--- config.mk ---
export PLATFORM = sky130hd
export DESIGN_NAME = socks5_handshake_parser_core_flat
export DESIGN_NICKNAME = d
export VERILOG_FILES = /design/src/hdl/s5hp_pkg.sv /design/src/hdl/s5hp_in_if.sv /design/src/hdl/s5hp_out_if.sv /design/src/hdl/s5hp_step.sv /design/src/hdl/s5hp_out_buf.sv /design/src/hdl/socks5_handshake_parser_core.sv /design/src/flat_wrapper.sv
export SDC_FILE = /design/constraint.sdc
export NUM_CORES = 1
export LEC_CHECK = 0
export BUFFER_PORTS_ARGS = -buffer_cell sky130_fd_sc_hd__buf_2
export CELL_PAD_IN_SITES_DETAIL_PLACEMENT = 0
export CELL_PAD_IN_SITES_GLOBAL_PLACEMENT = 1
export CORE_AREA = 3 3 110 191
export DETAILED_ROUTE_END_ITERATION = 12
export DIE_AREA = 0 0 113 194
export GPL_TIMING_DRIVEN = 0
export PLACE_DENSITY = 0.86
export SLEW_MARGIN = 10
export SYNTH_ARGS = -nofsm -noshare
export SYNTH_HDL_FRONTEND = slang
export SYNTH_HIERARCHICAL = 1
export SYNTH_SLANG_ARGS = --single-unit
--- constraint.sdc ---
create_clock -name clk_i -period 7.7 [get_ports clk_i]
set_input_delay 0.385 -clock clk_i [delete_from_list [all_inputs] [get_ports clk_i]]
set_output_delay 0.385 -clock clk_i [all_outputs]
set_load 0.05 [all_outputs]
--- src/hdl/s5hp_pkg.sv ---
package s5hp_pkg;

  localparam int unsigned BCNT_W = 3;

  localparam logic [1:0] ACT_BYTE  = 2'd0;
  localparam logic [1:0] ACT_ERROR = 2'd1;
  localparam logic [1:0] ACT_START = 2'd2;

  localparam logic [7:0] SOCKS_VER      = 8'h05;
  localparam logic [7:0] METHOD_NO_AUTH = 8'h00;
  localparam logic [7:0] CMD_CONNECT    = 8'h01;
  localparam logic [7:0] RSV_BYTE       = 8'h00;
  localparam logic [7:0] ATYP_IPV4      = 8'h01;
  localparam logic [7:0] ATYP_DOMAIN    = 8'h03;
  localparam logic [7:0] ZERO_BYTE      = 8'h00;

  localparam logic [BCNT_W-1:0] REQ_VER_IDX  = 3'd0;
  localparam logic [BCNT_W-1:0] REQ_CMD_IDX  = 3'd1;
  localparam logic [BCNT_W-1:0] REQ_RSV_IDX  = 3'd2;
  localparam logic [BCNT_W-1:0] REQ_ATYP_IDX = 3'd3;
  localparam logic [BCNT_W-1:0] IPV4_BYTES   = 3'd4;
  localparam logic [BCNT_W-1:0] PORT_BYTES   = 3'd2;

  typedef enum logic [3:0] {
    PH_VERSION  = 4'd0,
    PH_NMETHODS = 4'd1,
    PH_METHODS  = 4'd2,
    PH_REQUEST  = 4'd3,
    PH_IPV4     = 4'd4,
    PH_DLEN     = 4'd5,
    PH_DOMAIN   = 4'd6,
    PH_PORT     = 4'd7,
    PH_ENDED    = 4'd8
  } phase_e;

  typedef enum logic [2:0] {
    EV_REPLY   = 3'd0,
    EV_DBYTE   = 3'd1,
    EV_IPV4    = 3'd2,
    EV_DOMAIN  = 3'd3,
    EV_DENIED  = 3'd4,
    EV_LINKERR = 3'd5
  } event_e;

  typedef struct packed {
    logic [2:0]  event_res;
    logic [7:0]  out_byte;
    logic [31:0] dest_ipv4;
    logic [15:0] dest_port;
    logic [7:0]  domain_length;
    logic        is_last;
  } res_t;

  typedef struct packed {
    logic [1:0] cnt;
    res_t       first;
    res_t       second;
  } step_res_t;

  function automatic res_t make_res(event_e ev, logic [7:0] data, logic [31:0] ip,
                                    logic [15:0] port, logic [7:0] dlen, logic last);
    res_t r;
    r.event_res     = ev;
    r.out_byte      = data;
    r.dest_ipv4     = ip;
    r.dest_port     = port;
    r.domain_length = dlen;
    r.is_last       = last;
    return r;
  endfunction

endpackage

--- src/hdl/s5hp_in_if.sv ---
interface s5hp_in_if;
  logic       valid;
  logic       ready;
  logic [1:0] action;
  logic [7:0] rx_byte;

  modport source(output valid, output action, output rx_byte, input ready);
  modport sink(input valid, input action, input rx_byte, output ready);
endinterface

--- src/hdl/s5hp_out_if.sv ---
interface s5hp_out_if;
  logic        valid;
  logic        ready;
  logic [2:0]  event_res;
  logic [7:0]  out_byte;
  logic [31:0] dest_ipv4;
  logic [15:0] dest_port;
  logic [7:0]  domain_length;
  logic        is_last;

  modport source(output valid, output event_res, output out_byte, output dest_ipv4,
                 output dest_port, output domain_length, output is_last, input ready);
  modport sink(input valid, input event_res, input out_byte, input dest_ipv4,
               input dest_port, input domain_length, input is_last, output ready);
endinterface

--- src/hdl/s5hp_step.sv ---
module s5hp_step
  import s5hp_pkg::*;
(
  input  logic       clk_i,
  input  logic       rst_ni,
  input  logic       step_i,
  input  logic [1:0] action_i,
  input  logic [7:0] rx_byte_i,
  output step_res_t  res_o
);

  phase_e              phase_q, phase_d;
  logic [BCNT_W-1:0]   bcnt_q, bcnt_d;
  logic [7:0]          meth_rem_q, meth_rem_d;
  logic                no_auth_q, no_auth_d;
  logic                hdr_ok_q, hdr_ok_d;
  logic                kind_ipv4_q, kind_ipv4_d;
  logic [31:0]         addr_q, addr_d;
  logic [15:0]         port_q, port_d;
  logic [7:0]          dom_left_q, dom_left_d;
  logic [7:0]          dom_total_q, dom_total_d;

  logic              live;
  logic              take_byte;
  logic              take_err;
  logic              take_start;
  logic [7:0]        meth_left;
  logic              no_auth_nxt;
  logic [BCNT_W-1:0] bcnt_inc;
  logic              deny_nm;
  logic              meth_done;
  logic              req_last;
  logic              atyp_ok;
  logic              deny_req;
  logic              ipv4_done;
  logic              port_done;
  logic [7:0]        dom_left_nxt;
  logic [15:0]       port_nxt;

  assign live         = (phase_q != PH_ENDED);
  assign take_byte    = step_i && (action_i == ACT_BYTE) && live;
  assign take_err     = step_i && (action_i == ACT_ERROR) && live;
  assign take_start   = step_i && (action_i == ACT_START);
  assign meth_left    = meth_rem_q - 8'd1;
  assign no_auth_nxt  = no_auth_q | (rx_byte_i == METHOD_NO_AUTH);
  assign bcnt_inc     = bcnt_q + 3'd1;
  assign deny_nm      = !hdr_ok_q || (rx_byte_i == ZERO_BYTE);
  assign meth_done    = (meth_left == ZERO_BYTE);
  assign req_last     = (bcnt_q == REQ_ATYP_IDX);
  assign atyp_ok      = (rx_byte_i == ATYP_IPV4) || (rx_byte_i == ATYP_DOMAIN);
  assign deny_req     = req_last && (!hdr_ok_q || !atyp_ok);
  assign ipv4_done    = (bcnt_inc >= IPV4_BYTES);
  assign port_done    = (bcnt_inc >= PORT_BYTES);
  assign dom_left_nxt = dom_left_q - 8'd1;
  assign port_nxt     = {port_q[7:0], rx_byte_i};

  always_comb begin
    phase_d = phase_q;
    if (take_start) begin
      phase_d = PH_VERSION;
    end else if (take_err) begin
      phase_d = PH_ENDED;
    end else if (take_byte) begin
      unique case (phase_q)
        PH_VERSION:  phase_d = PH_NMETHODS;
        PH_NMETHODS: phase_d = deny_nm ? PH_ENDED : PH_METHODS;
        PH_METHODS: begin
          if (meth_done) begin
            phase_d = no_auth_nxt ? PH_REQUEST : PH_ENDED;
          end
        end
        PH_REQUEST: begin
          if (deny_req) begin
            phase_d = PH_ENDED;
          end else if (req_last) begin
            phase_d = (rx_byte_i == ATYP_IPV4) ? PH_IPV4 : PH_DLEN;
          end
        end
        PH_IPV4: begin
          if (ipv4_done) begin
            phase_d = PH_PORT;
          end
        end
        PH_DLEN:   phase_d = (rx_byte_i == ZERO_BYTE) ? PH_PORT : PH_DOMAIN;
        PH_DOMAIN: begin
          if (dom_left_nxt == ZERO_BYTE) begin
            phase_d = PH_PORT;
          end
        end
        PH_PORT: begin
          if (port_done) begin
            phase_d = PH_ENDED;
          end
        end
        PH_ENDED: phase_d = PH_ENDED;
        default:  phase_d = PH_ENDED;
      endcase
    end
  end

  always_comb begin
    bcnt_d      = bcnt_q;
    meth_rem_d  = meth_rem_q;
    no_auth_d   = no_auth_q;
    hdr_ok_d    = hdr_ok_q;
    kind_ipv4_d = kind_ipv4_q;
    addr_d      = addr_q;
    port_d      = port_q;
    dom_left_d  = dom_left_q;
    dom_total_d = dom_total_q;
    if (take_start) begin
      bcnt_d      = '0;
      meth_rem_d  = '0;
      no_auth_d   = 1'b0;
      hdr_ok_d    = 1'b1;
      kind_ipv4_d = 1'b0;
      addr_d      = '0;
      port_d      = '0;
      dom_left_d  = '0;
      dom_total_d = '0;
    end else if (take_byte) begin
      case (phase_q)
        PH_VERSION: hdr_ok_d = (rx_byte_i == SOCKS_VER);
        PH_NMETHODS: begin
          if (!deny_nm) begin
            meth_rem_d = rx_byte_i;
            no_auth_d  = 1'b0;
          end
        end
        PH_METHODS: begin
          no_auth_d  = no_auth_nxt;
          meth_rem_d = meth_left;
          if (meth_done && no_auth_nxt) begin
            bcnt_d   = '0;
            hdr_ok_d = 1'b1;
          end
        end
        PH_REQUEST: begin
          bcnt_d = bcnt_inc;
          case (bcnt_q)
            REQ_VER_IDX: begin
              if (rx_byte_i != SOCKS_VER) hdr_ok_d = 1'b0;
            end
            REQ_CMD_IDX: begin
              if (rx_byte_i != CMD_CONNECT) hdr_ok_d = 1'b0;
            end
            REQ_RSV_IDX: begin
              if (rx_byte_i != RSV_BYTE) hdr_ok_d = 1'b0;
            end
            default: begin
              kind_ipv4_d = (rx_byte_i == ATYP_IPV4);
              bcnt_d      = '0;
              addr_d      = '0;
            end
          endcase
        end
        PH_IPV4: begin
          addr_d = {addr_q[23:0], rx_byte_i};
          bcnt_d = ipv4_done ? '0 : bcnt_inc;
          if (ipv4_done) port_d = '0;
        end
        PH_DLEN: begin
          dom_left_d  = rx_byte_i;
          dom_total_d = rx_byte_i;
          if (rx_byte_i == ZERO_BYTE) begin
            bcnt_d = '0;
            port_d = '0;
          end
        end
        PH_DOMAIN: begin
          dom_left_d = dom_left_nxt;
          if (dom_left_nxt == ZERO_BYTE) begin
            bcnt_d = '0;
            port_d = '0;
          end
        end
        PH_PORT: begin
          port_d = port_nxt;
          bcnt_d = bcnt_inc;
        end
        default: ;
      endcase
    end
  end

  always_comb begin
    res_o = '0;
    if (take_err) begin
      res_o.cnt   = 2'd1;
      res_o.first = make_res(EV_LINKERR, '0, '0, '0, '0, 1'b1);
    end else if (take_byte) begin
      case (phase_q)
        PH_NMETHODS: begin
          if (deny_nm) begin
            res_o.cnt   = 2'd1;
            res_o.first = make_res(EV_DENIED, '0, '0, '0, '0, 1'b1);
          end
        end
        PH_METHODS: begin
          if (meth_done && no_auth_nxt) begin
            res_o.cnt    = 2'd2;
            res_o.first  = make_res(EV_REPLY, SOCKS_VER, '0, '0, '0, 1'b0);
            res_o.second = make_res(EV_REPLY, METHOD_NO_AUTH, '0, '0, '0, 1'b1);
          end else if (meth_done) begin
            res_o.cnt   = 2'd1;
            res_o.first = make_res(EV_DENIED, '0, '0, '0, '0, 1'b1);
          end
        end
        PH_REQUEST: begin
          if (deny_req) begin
            res_o.cnt   = 2'd1;
            res_o.first = make_res(EV_DENIED, '0, '0, '0, '0, 1'b1);
          end
        end
        PH_DOMAIN: begin
          res_o.cnt   = 2'd1;
          res_o.first = make_res(EV_DBYTE, rx_byte_i, '0, '0, '0, 1'b1);
        end
        PH_PORT: begin
          if (port_done && kind_ipv4_q) begin
            res_o.cnt   = 2'd1;
            res_o.first = make_res(EV_IPV4, '0, addr_q, port_nxt, '0, 1'b1);
          end else if (port_done) begin
            res_o.cnt   = 2'd1;
            res_o.first = make_res(EV_DOMAIN, '0, '0, port_nxt, dom_total_q, 1'b1);
          end
        end
        default: ;
      endcase
    end
  end

  always_ff @(posedge clk_i or negedge rst_ni) begin
    if (!rst_ni) begin
      phase_q     <= PH_VERSION;
      bcnt_q      <= '0;
      meth_rem_q  <= '0;
      no_auth_q   <= 1'b0;
      hdr_ok_q    <= 1'b1;
      kind_ipv4_q <= 1'b0;
      addr_q      <= '0;
      port_q      <= '0;
      dom_left_q  <= '0;
      dom_total_q <= '0;
    end else if (step_i) begin
      phase_q     <= phase_d;
      bcnt_q      <= bcnt_d;
      meth_rem_q  <= meth_rem_d;
      no_auth_q   <= no_auth_d;
      hdr_ok_q    <= hdr_ok_d;
      kind_ipv4_q <= kind_ipv4_d;
      addr_q      <= addr_d;
      port_q      <= port_d;
      dom_left_q  <= dom_left_d;
      dom_total_q <= dom_total_d;
    end
  end

  a_ended_silent: assert property (@(posedge clk_i) disable iff (!rst_ni)
    (step_i && (phase_q == PH_ENDED) && (action_i != ACT_START)) |-> (res_o.cnt == 2'd0))
    else $error("Ended session produced a result.");

  a_pair_is_reply: assert property (@(posedge clk_i) disable iff (!rst_ni)
    (res_o.cnt == 2'd2) |-> ((res_o.first.event_res == EV_REPLY) && !res_o.first.is_last
                             && res_o.second.is_last))
    else $error("Two-result step is not the method reply.");

  a_phase_holds: assert property (@(posedge clk_i) disable iff (!rst_ni)
    !step_i |=> $stable(phase_q))
    else $error("Phase changed without a transaction.");

endmodule

--- src/hdl/s5hp_out_buf.sv ---
module s5hp_out_buf
  import s5hp_pkg::*;
(
  input  logic              clk_i,
  input  logic              rst_ni,
  input  logic              load_i,
  input  step_res_t         res_i,
  output logic              space_o,
  s5hp_out_if.source        out_o
);

  logic out_valid_q, out_valid_d;
  logic pend_valid_q, pend_valid_d;
  res_t out_q, out_d;
  res_t pend_q, pend_d;
  logic out_fire;

  assign out_fire = out_valid_q && out_o.ready;
  assign space_o  = !pend_valid_q && (!out_valid_q || out_o.ready);

  always_comb begin
    out_valid_d  = out_valid_q && !out_fire;
    pend_valid_d = pend_valid_q;
    out_d        = out_q;
    pend_d       = pend_q;
    if (pend_valid_q && out_fire) begin
      out_d        = pend_q;
      out_valid_d  = 1'b1;
      pend_valid_d = 1'b0;
    end
    if (load_i && (res_i.cnt != 2'd0)) begin
      out_d        = res_i.first;
      out_valid_d  = 1'b1;
      pend_d       = res_i.second;
      pend_valid_d = (res_i.cnt == 2'd2);
    end
  end

  always_ff @(posedge clk_i or negedge rst_ni) begin
    if (!rst_ni) begin
      out_valid_q  <= 1'b0;
      pend_valid_q <= 1'b0;
    end else begin
      out_valid_q  <= out_valid_d;
      pend_valid_q <= pend_valid_d;
    end
  end

  always_ff @(posedge clk_i) begin
    out_q  <= out_d;
    pend_q <= pend_d;
  end

  assign out_o.valid         = out_valid_q;
  assign out_o.event_res     = out_q.event_res;
  assign out_o.out_byte      = out_q.out_byte;
  assign out_o.dest_ipv4     = out_q.dest_ipv4;
  assign out_o.dest_port     = out_q.dest_port;
  assign out_o.domain_length = out_q.domain_length;
  assign out_o.is_last       = out_q.is_last;

  a_pend_behind_out: assert property (@(posedge clk_i) disable iff (!rst_ni)
    pend_valid_q |-> out_valid_q)
    else $error("Second result held without a first result in front of it.");

  a_follower_present: assert property (@(posedge clk_i) disable iff (!rst_ni)
    (out_valid_q && !out_q.is_last) |-> pend_valid_q)
    else $error("Non-final result has no follower queued.");

  a_no_overrun: assert property (@(posedge clk_i) disable iff (!rst_ni)
    (load_i && (res_i.cnt != 2'd0)) |-> space_o)
    else $error("Result loaded with no room in the buffer.");

endmodule

--- src/hdl/socks5_handshake_parser_core.sv ---
// Channel  Direction  Payload                                             Handshake
// in_i     sink       action, rx_byte                                     valid/ready
// out_o    source     event_res, out_byte, dest_ipv4, dest_port,          valid/ready
//                     domain_length, is_last
//
// A transaction is registered on entry, decoded from the input register and its results are
// written to the output register, which presents the first result on out_o. One input
// transaction per cycle is sustained while out_o is ready; the method reply step holds the
// next transaction in the input register until its second result moves up from the pending
// entry of the two-entry result buffer into the output register.
// Reset clears the session state to await the greeting version byte and empties both stages.
// A stall on out_o while a result waits in the output register holds every step, and in_i
// then accepts transactions only until the input register is occupied.
module socks5_handshake_parser_core
  import s5hp_pkg::*;
(
  input  logic        clk_i,
  input  logic        rst_ni,
  s5hp_in_if.sink     in_i,
  s5hp_out_if.source  out_o
);

  logic       in_valid_q;
  logic [1:0] in_action_q;
  logic [7:0] in_byte_q;
  logic       space;
  logic       step;
  step_res_t  step_res;

  assign step       = in_valid_q && space;
  assign in_i.ready = !in_valid_q || space;

  always_ff @(posedge clk_i or negedge rst_ni) begin
    if (!rst_ni) begin
      in_valid_q <= 1'b0;
    end else if (in_i.ready) begin
      in_valid_q <= in_i.valid;
    end
  end

  always_ff @(posedge clk_i) begin
    if (in_i.ready && in_i.valid) begin
      in_action_q <= in_i.action;
      in_byte_q   <= in_i.rx_byte;
    end
  end

  s5hp_step u_step (
    .clk_i     (clk_i),
    .rst_ni    (rst_ni),
    .step_i    (step),
    .action_i  (in_action_q),
    .rx_byte_i (in_byte_q),
    .res_o     (step_res)
  );

  s5hp_out_buf u_out_buf (
    .clk_i   (clk_i),
    .rst_ni  (rst_ni),
    .load_i  (step),
    .res_i   (step_res),
    .space_o (space),
    .out_o   (out_o)
  );

endmodule

--- src/flat_wrapper.sv ---
// flat-port wrapper written by rule: the top's interface ports become plain ports
module socks5_handshake_parser_core_flat import s5hp_pkg::*;
  (clk_i, rst_ni, in_i_valid, in_i_action, in_i_rx_byte, in_i_ready, out_o_valid, out_o_event_res, out_o_out_byte, out_o_dest_ipv4, out_o_dest_port, out_o_domain_length, out_o_is_last, out_o_ready);
  s5hp_in_if in_i_i ();
  s5hp_out_if out_o_i ();
  input  logic clk_i;
  input  logic rst_ni;
  input wire logic [$bits(in_i_i.valid)-1:0] in_i_valid;
  input wire logic [$bits(in_i_i.action)-1:0] in_i_action;
  input wire logic [$bits(in_i_i.rx_byte)-1:0] in_i_rx_byte;
  output wire logic [$bits(in_i_i.ready)-1:0] in_i_ready;
  output wire logic [$bits(out_o_i.valid)-1:0] out_o_valid;
  output wire logic [$bits(out_o_i.event_res)-1:0] out_o_event_res;
  output wire logic [$bits(out_o_i.out_byte)-1:0] out_o_out_byte;
  output wire logic [$bits(out_o_i.dest_ipv4)-1:0] out_o_dest_ipv4;
  output wire logic [$bits(out_o_i.dest_port)-1:0] out_o_dest_port;
  output wire logic [$bits(out_o_i.domain_length)-1:0] out_o_domain_length;
  output wire logic [$bits(out_o_i.is_last)-1:0] out_o_is_last;
  input wire logic [$bits(out_o_i.ready)-1:0] out_o_ready;
  assign in_i_i.valid = in_i_valid;
  assign in_i_i.action = in_i_action;
  assign in_i_i.rx_byte = in_i_rx_byte;
  assign in_i_ready = in_i_i.ready;
  assign out_o_valid = out_o_i.valid;
  assign out_o_event_res = out_o_i.event_res;
  assign out_o_out_byte = out_o_i.out_byte;
  assign out_o_dest_ipv4 = out_o_i.dest_ipv4;
  assign out_o_dest_port = out_o_i.dest_port;
  assign out_o_domain_length = out_o_i.domain_length;
  assign out_o_is_last = out_o_i.is_last;
  assign out_o_i.ready = out_o_ready;
  socks5_handshake_parser_core u_core (.clk_i(clk_i), .rst_ni(rst_ni), .in_i(in_i_i), .out_o(out_o_i));
endmodule
==> flow_metrics.py <==
metrics = {
    "layout": {
        "area_delta_synth_final_pct": 16.6,
        "nets": 1079,
        "insertedDiodeCount": 0,
        "fin_util_pct": 61.9,
        "drive_above_1_share_pct": 25.7,
        "fin_area_mm2": 0.0122,
    },
    "clocking": {
        "htreeDepth": 1,
        "cts.sinks": 223,
        "cts_max_path_buffers": 3,
        "root_buffer": "clkbuf_16",
        "cts_inserted_buffers": 21,
        "clk_latency_ns": 0.49,
        "cts_resized": 0,
        "clk_pin_slew_ns": 0.06,
        "cts_tree": "built",
    },
    "grt": {
        "grt_overflow_total": 0,
        "grt_first_pass_wirelength_um": 38200,
        "grt_use_total_pct": 22.2,
        "grt_start_max_net_pins": 60,
        "grt_pass1_vias": 7138,
        "antenna_found_initial": 0,
    },
    "critical_path": {
        "critPathLaunchType": "flop",
        "r2r_end": "u_core/u_out_buf/out_o.event_res[1]",
        "crit_end": "u_core/u_out_buf/out_o.event_res[1]",
        "worstPathArrival_ns": 4.58,
        "r2r_setup_slack_ns": 3.30,
        "crit_type": "flop to flop",
        "cp-startpoint": "u_core/u_out_buf/out_o.valid",
        "crit_fanout": 37,
        "end_kind": "flop",
        "r2r_start": "u_core/u_out_buf/out_o.valid",
        "reg2reg_depth": 9,
        "critPathRequiredTime_ns": 7.88,
    },
    "synthesis": {
        "yosysTopAreaCellShare_pct": 41.8,
        "synthFlopType": "edfxtp_1",
        "synthArstFlopShare_pct": 34.5,
        "avgSynthCellArea_um2": 11.9,
        "ys_seq_area_share_pct": 60.2,
        "synth_simple_gate_area_share_pct": 13.6,
        "ys_types": 66,
        "synth_area_leader_cell": "edfxtp_1",
        "syn-cell-area_mm2": 0.0105,
        "synth-edff-count": 146,
        "synth-adder-area-share_pct": 1.07,
        "yosysWarnings": 6,
        "synthXorXnorAreaFrac_pct": 0.334,
        "synth_compound_area_share_pct": 7.99,
        "syn-instance-count": 880,
        "synth.area.top_cells": "edfxtp_1, dfrtp_1, mux2_2",
        "ys_seq_elements": 223,
        "synthMuxAreaShare_pct": 8.76,
        "synth_top_family_by_area": "simple AND/OR/NAND/NOR gates",
    },
    "timing": {
        "fmax_mhz": 227,
        "slew_violations": 0,
        "setup_viol": 0,
        "fin_crit_ns": 4.40,
        "worst_slack_ns": 3.30,
        "hold_slack_ns": 0.0662,
        "slew_headroom_pct": 28.0,
        "rsz0062_at_grt": "false",
        "tightestPinTransition_ns": 1.07,
        "clock_skew_ns": 0.00915,
        "fin_crit_sh_pct": 57.1,
        "hold_violations": 0,
        "tns_ns": 0,
    },
    "placed_design": {
        "gp_congestion": 0.940,
        "placed_area_mm2": 0.0115,
        "post-place-ws_ns": 3.21,
        "dp_hpwl_um": 17300,
        "port_buffers": 83,
    },
    "routing": {
        "drc_errors": 0,
        "ant_nets": 0,
        "wl_um": 24300,
        "avgViaCountPerCell": 5.31,
        "wl_per_cell_um": 18.5,
        "vias": 6987,
        "detail_route.first_pass.iterations": 5,
        "drtIter0Drc": 401,
    },
    "power_and_ir_drop": {
        "max-vdd-ir-drop_mv": 0.237,
        "leakagePower_nw": 5.15,
        "power_density_mw_per_mm2": 261,
    },
    "die": {
        "die-area_mm2": 0.0219,
        "rows": 68,
        "core_area_mm2": 0.0197,
        "die_h_um": 194,
        "io_pins": 84,
        "fp.dieW_um": 113,
        "initial_core_util_pct": 53.1,
    },
    "min_path": {
        "whs_path_depth": 1,
        "hold_class": "primary input to flop",
    },
    "run": {
        "maxCapViolations": 0,
    },
    "status": {
        "status": "finished, final reports clean",
    },
}
[cell type report]
class	count	area, µm²
clock buffer	30	611
tap	245	307
buffer	119	751
sequential	223	6310
multi-input combinational	580	3580
fill	1647	7520
clock inverter	7	63.8
timing repair buffer	87	503
inverter	24	92.6
[metal layers]
layer  global-route usage (%)  share of wire, %
met2                     42.7                56
met5                        0                 0
met4                     9.09               4.2
met3                     2.34               3.0
met1                     24.2                37
[worst min path at each step]
stage                                 startpoint                           end  slack (ns)
global route                     in_i_rx_byte[5]           u_core/in_byte_q[5]        0.06
finish                           in_i_rx_byte[5]           u_core/in_byte_q[5]        0.07
floorplan                                 rst_ni             u_core/in_valid_q        0.09
global placement    u_core/u_step/dom_total_q[1]  u_core/u_step/dom_total_q[1]        0.46
CTS                              in_i_rx_byte[2]           u_core/in_byte_q[2]        0.05
detailed placement                        rst_ni       u_core/u_step/bcnt_q[2]        0.35
[timing repair]
| item | CTS | global route |
|---|---|---|
| endpoints found under the hold margin | 25 | 0 |
| hold buffers | 1 | 0 |
| buffers inserted | 0 | 0 |
[flip-flops by register name (all words and copies together), names as in the netlist, 2 cells and up]
name	flops
u_core/in_action_q	2
u_core/u_out_buf/pend_q	68
u_core/u_out_buf/out_o.out_byte	8
u_core/u_step/addr_q	32
u_core/u_step/dom_left_q	8
u_core/u_out_buf/out_o.domain_length	8
u_core/u_step/meth_rem_q	8
u_core/u_step/dom_total_q	8
u_core/u_out_buf/out_o.dest_port	16
u_core/u_step/port_q	8
u_core/u_out_buf/out_o.dest_ipv4	32
u_core/in_byte_q	8
u_core/u_step/phase_q	4
u_core/u_out_buf/out_o.event_res	3
u_core/u_step/bcnt_q	3
[power by group]
| part | total [W] | internal (W) | switching (W) |
|---|---|---|---|
| Clock | 0.00102 | 0.000587 | 0.000431 |
| Sequential | 0.00149 | 0.00140 | 0.0000925 |
| Combinational | 0.000682 | 0.000246 | 0.000436 |
| Total | 0.00319 | 0.00223 | 0.000960 |
[critical path, cell delays in order (launching register included)]
cell and delay [ns]:
dfrtp_1 0.42, a21oi_1 0.22, and2_1 0.32, nor4b_2 0.62
nand2_1 0.39, nor3b_1 0.88, o21ai_4 0.26, buf_4 0.28
nand2_4 0.36, buf_12 0.28
[logic make-up after synthesis]
family,Yosys count
AND/OR/NAND/NOR,278
flip-flops,223
buffers and inverters,143
AO/OA/AOI/OAI,139
multiplexers,83
adder cells (fa/ha/maj),9
XOR/XNOR,4
other,1
[metrics by stage]
stage	power, W	instances
detailed placement	0.00219	1277
finish	0.00319	1315
global placement	0.00218	1274
global route	0.00335	1315
CTS	0.00321	1315
floorplan	0.00199	946
[Yosys cell counts, drive strengths merged (9+ instances only)]
cell type  number
clkbuf         39
edfxtp        146
dfrtp          76
buf            80
nand3           9
nand2         114
and3           43
mux2           70
a21oi          26
and2           21
nor2           28
nor3           20
o21ai          78
mux2i          13
ha              9
inv            24
[cell usage in the layout (no fill, tap or decap), types with 28 or more instances in the layout]
cell type and n:
mux2_2 63, nor2_1 28, buf_4 72, edfxtp_1 146, and3_1 43, o21ai_0 75, nand2_1 112, conb_1 67
clkbuf_1 44, dfrtp_1 76, buf_2 82
Note: power is estimated with default switching activity, not from simulation.
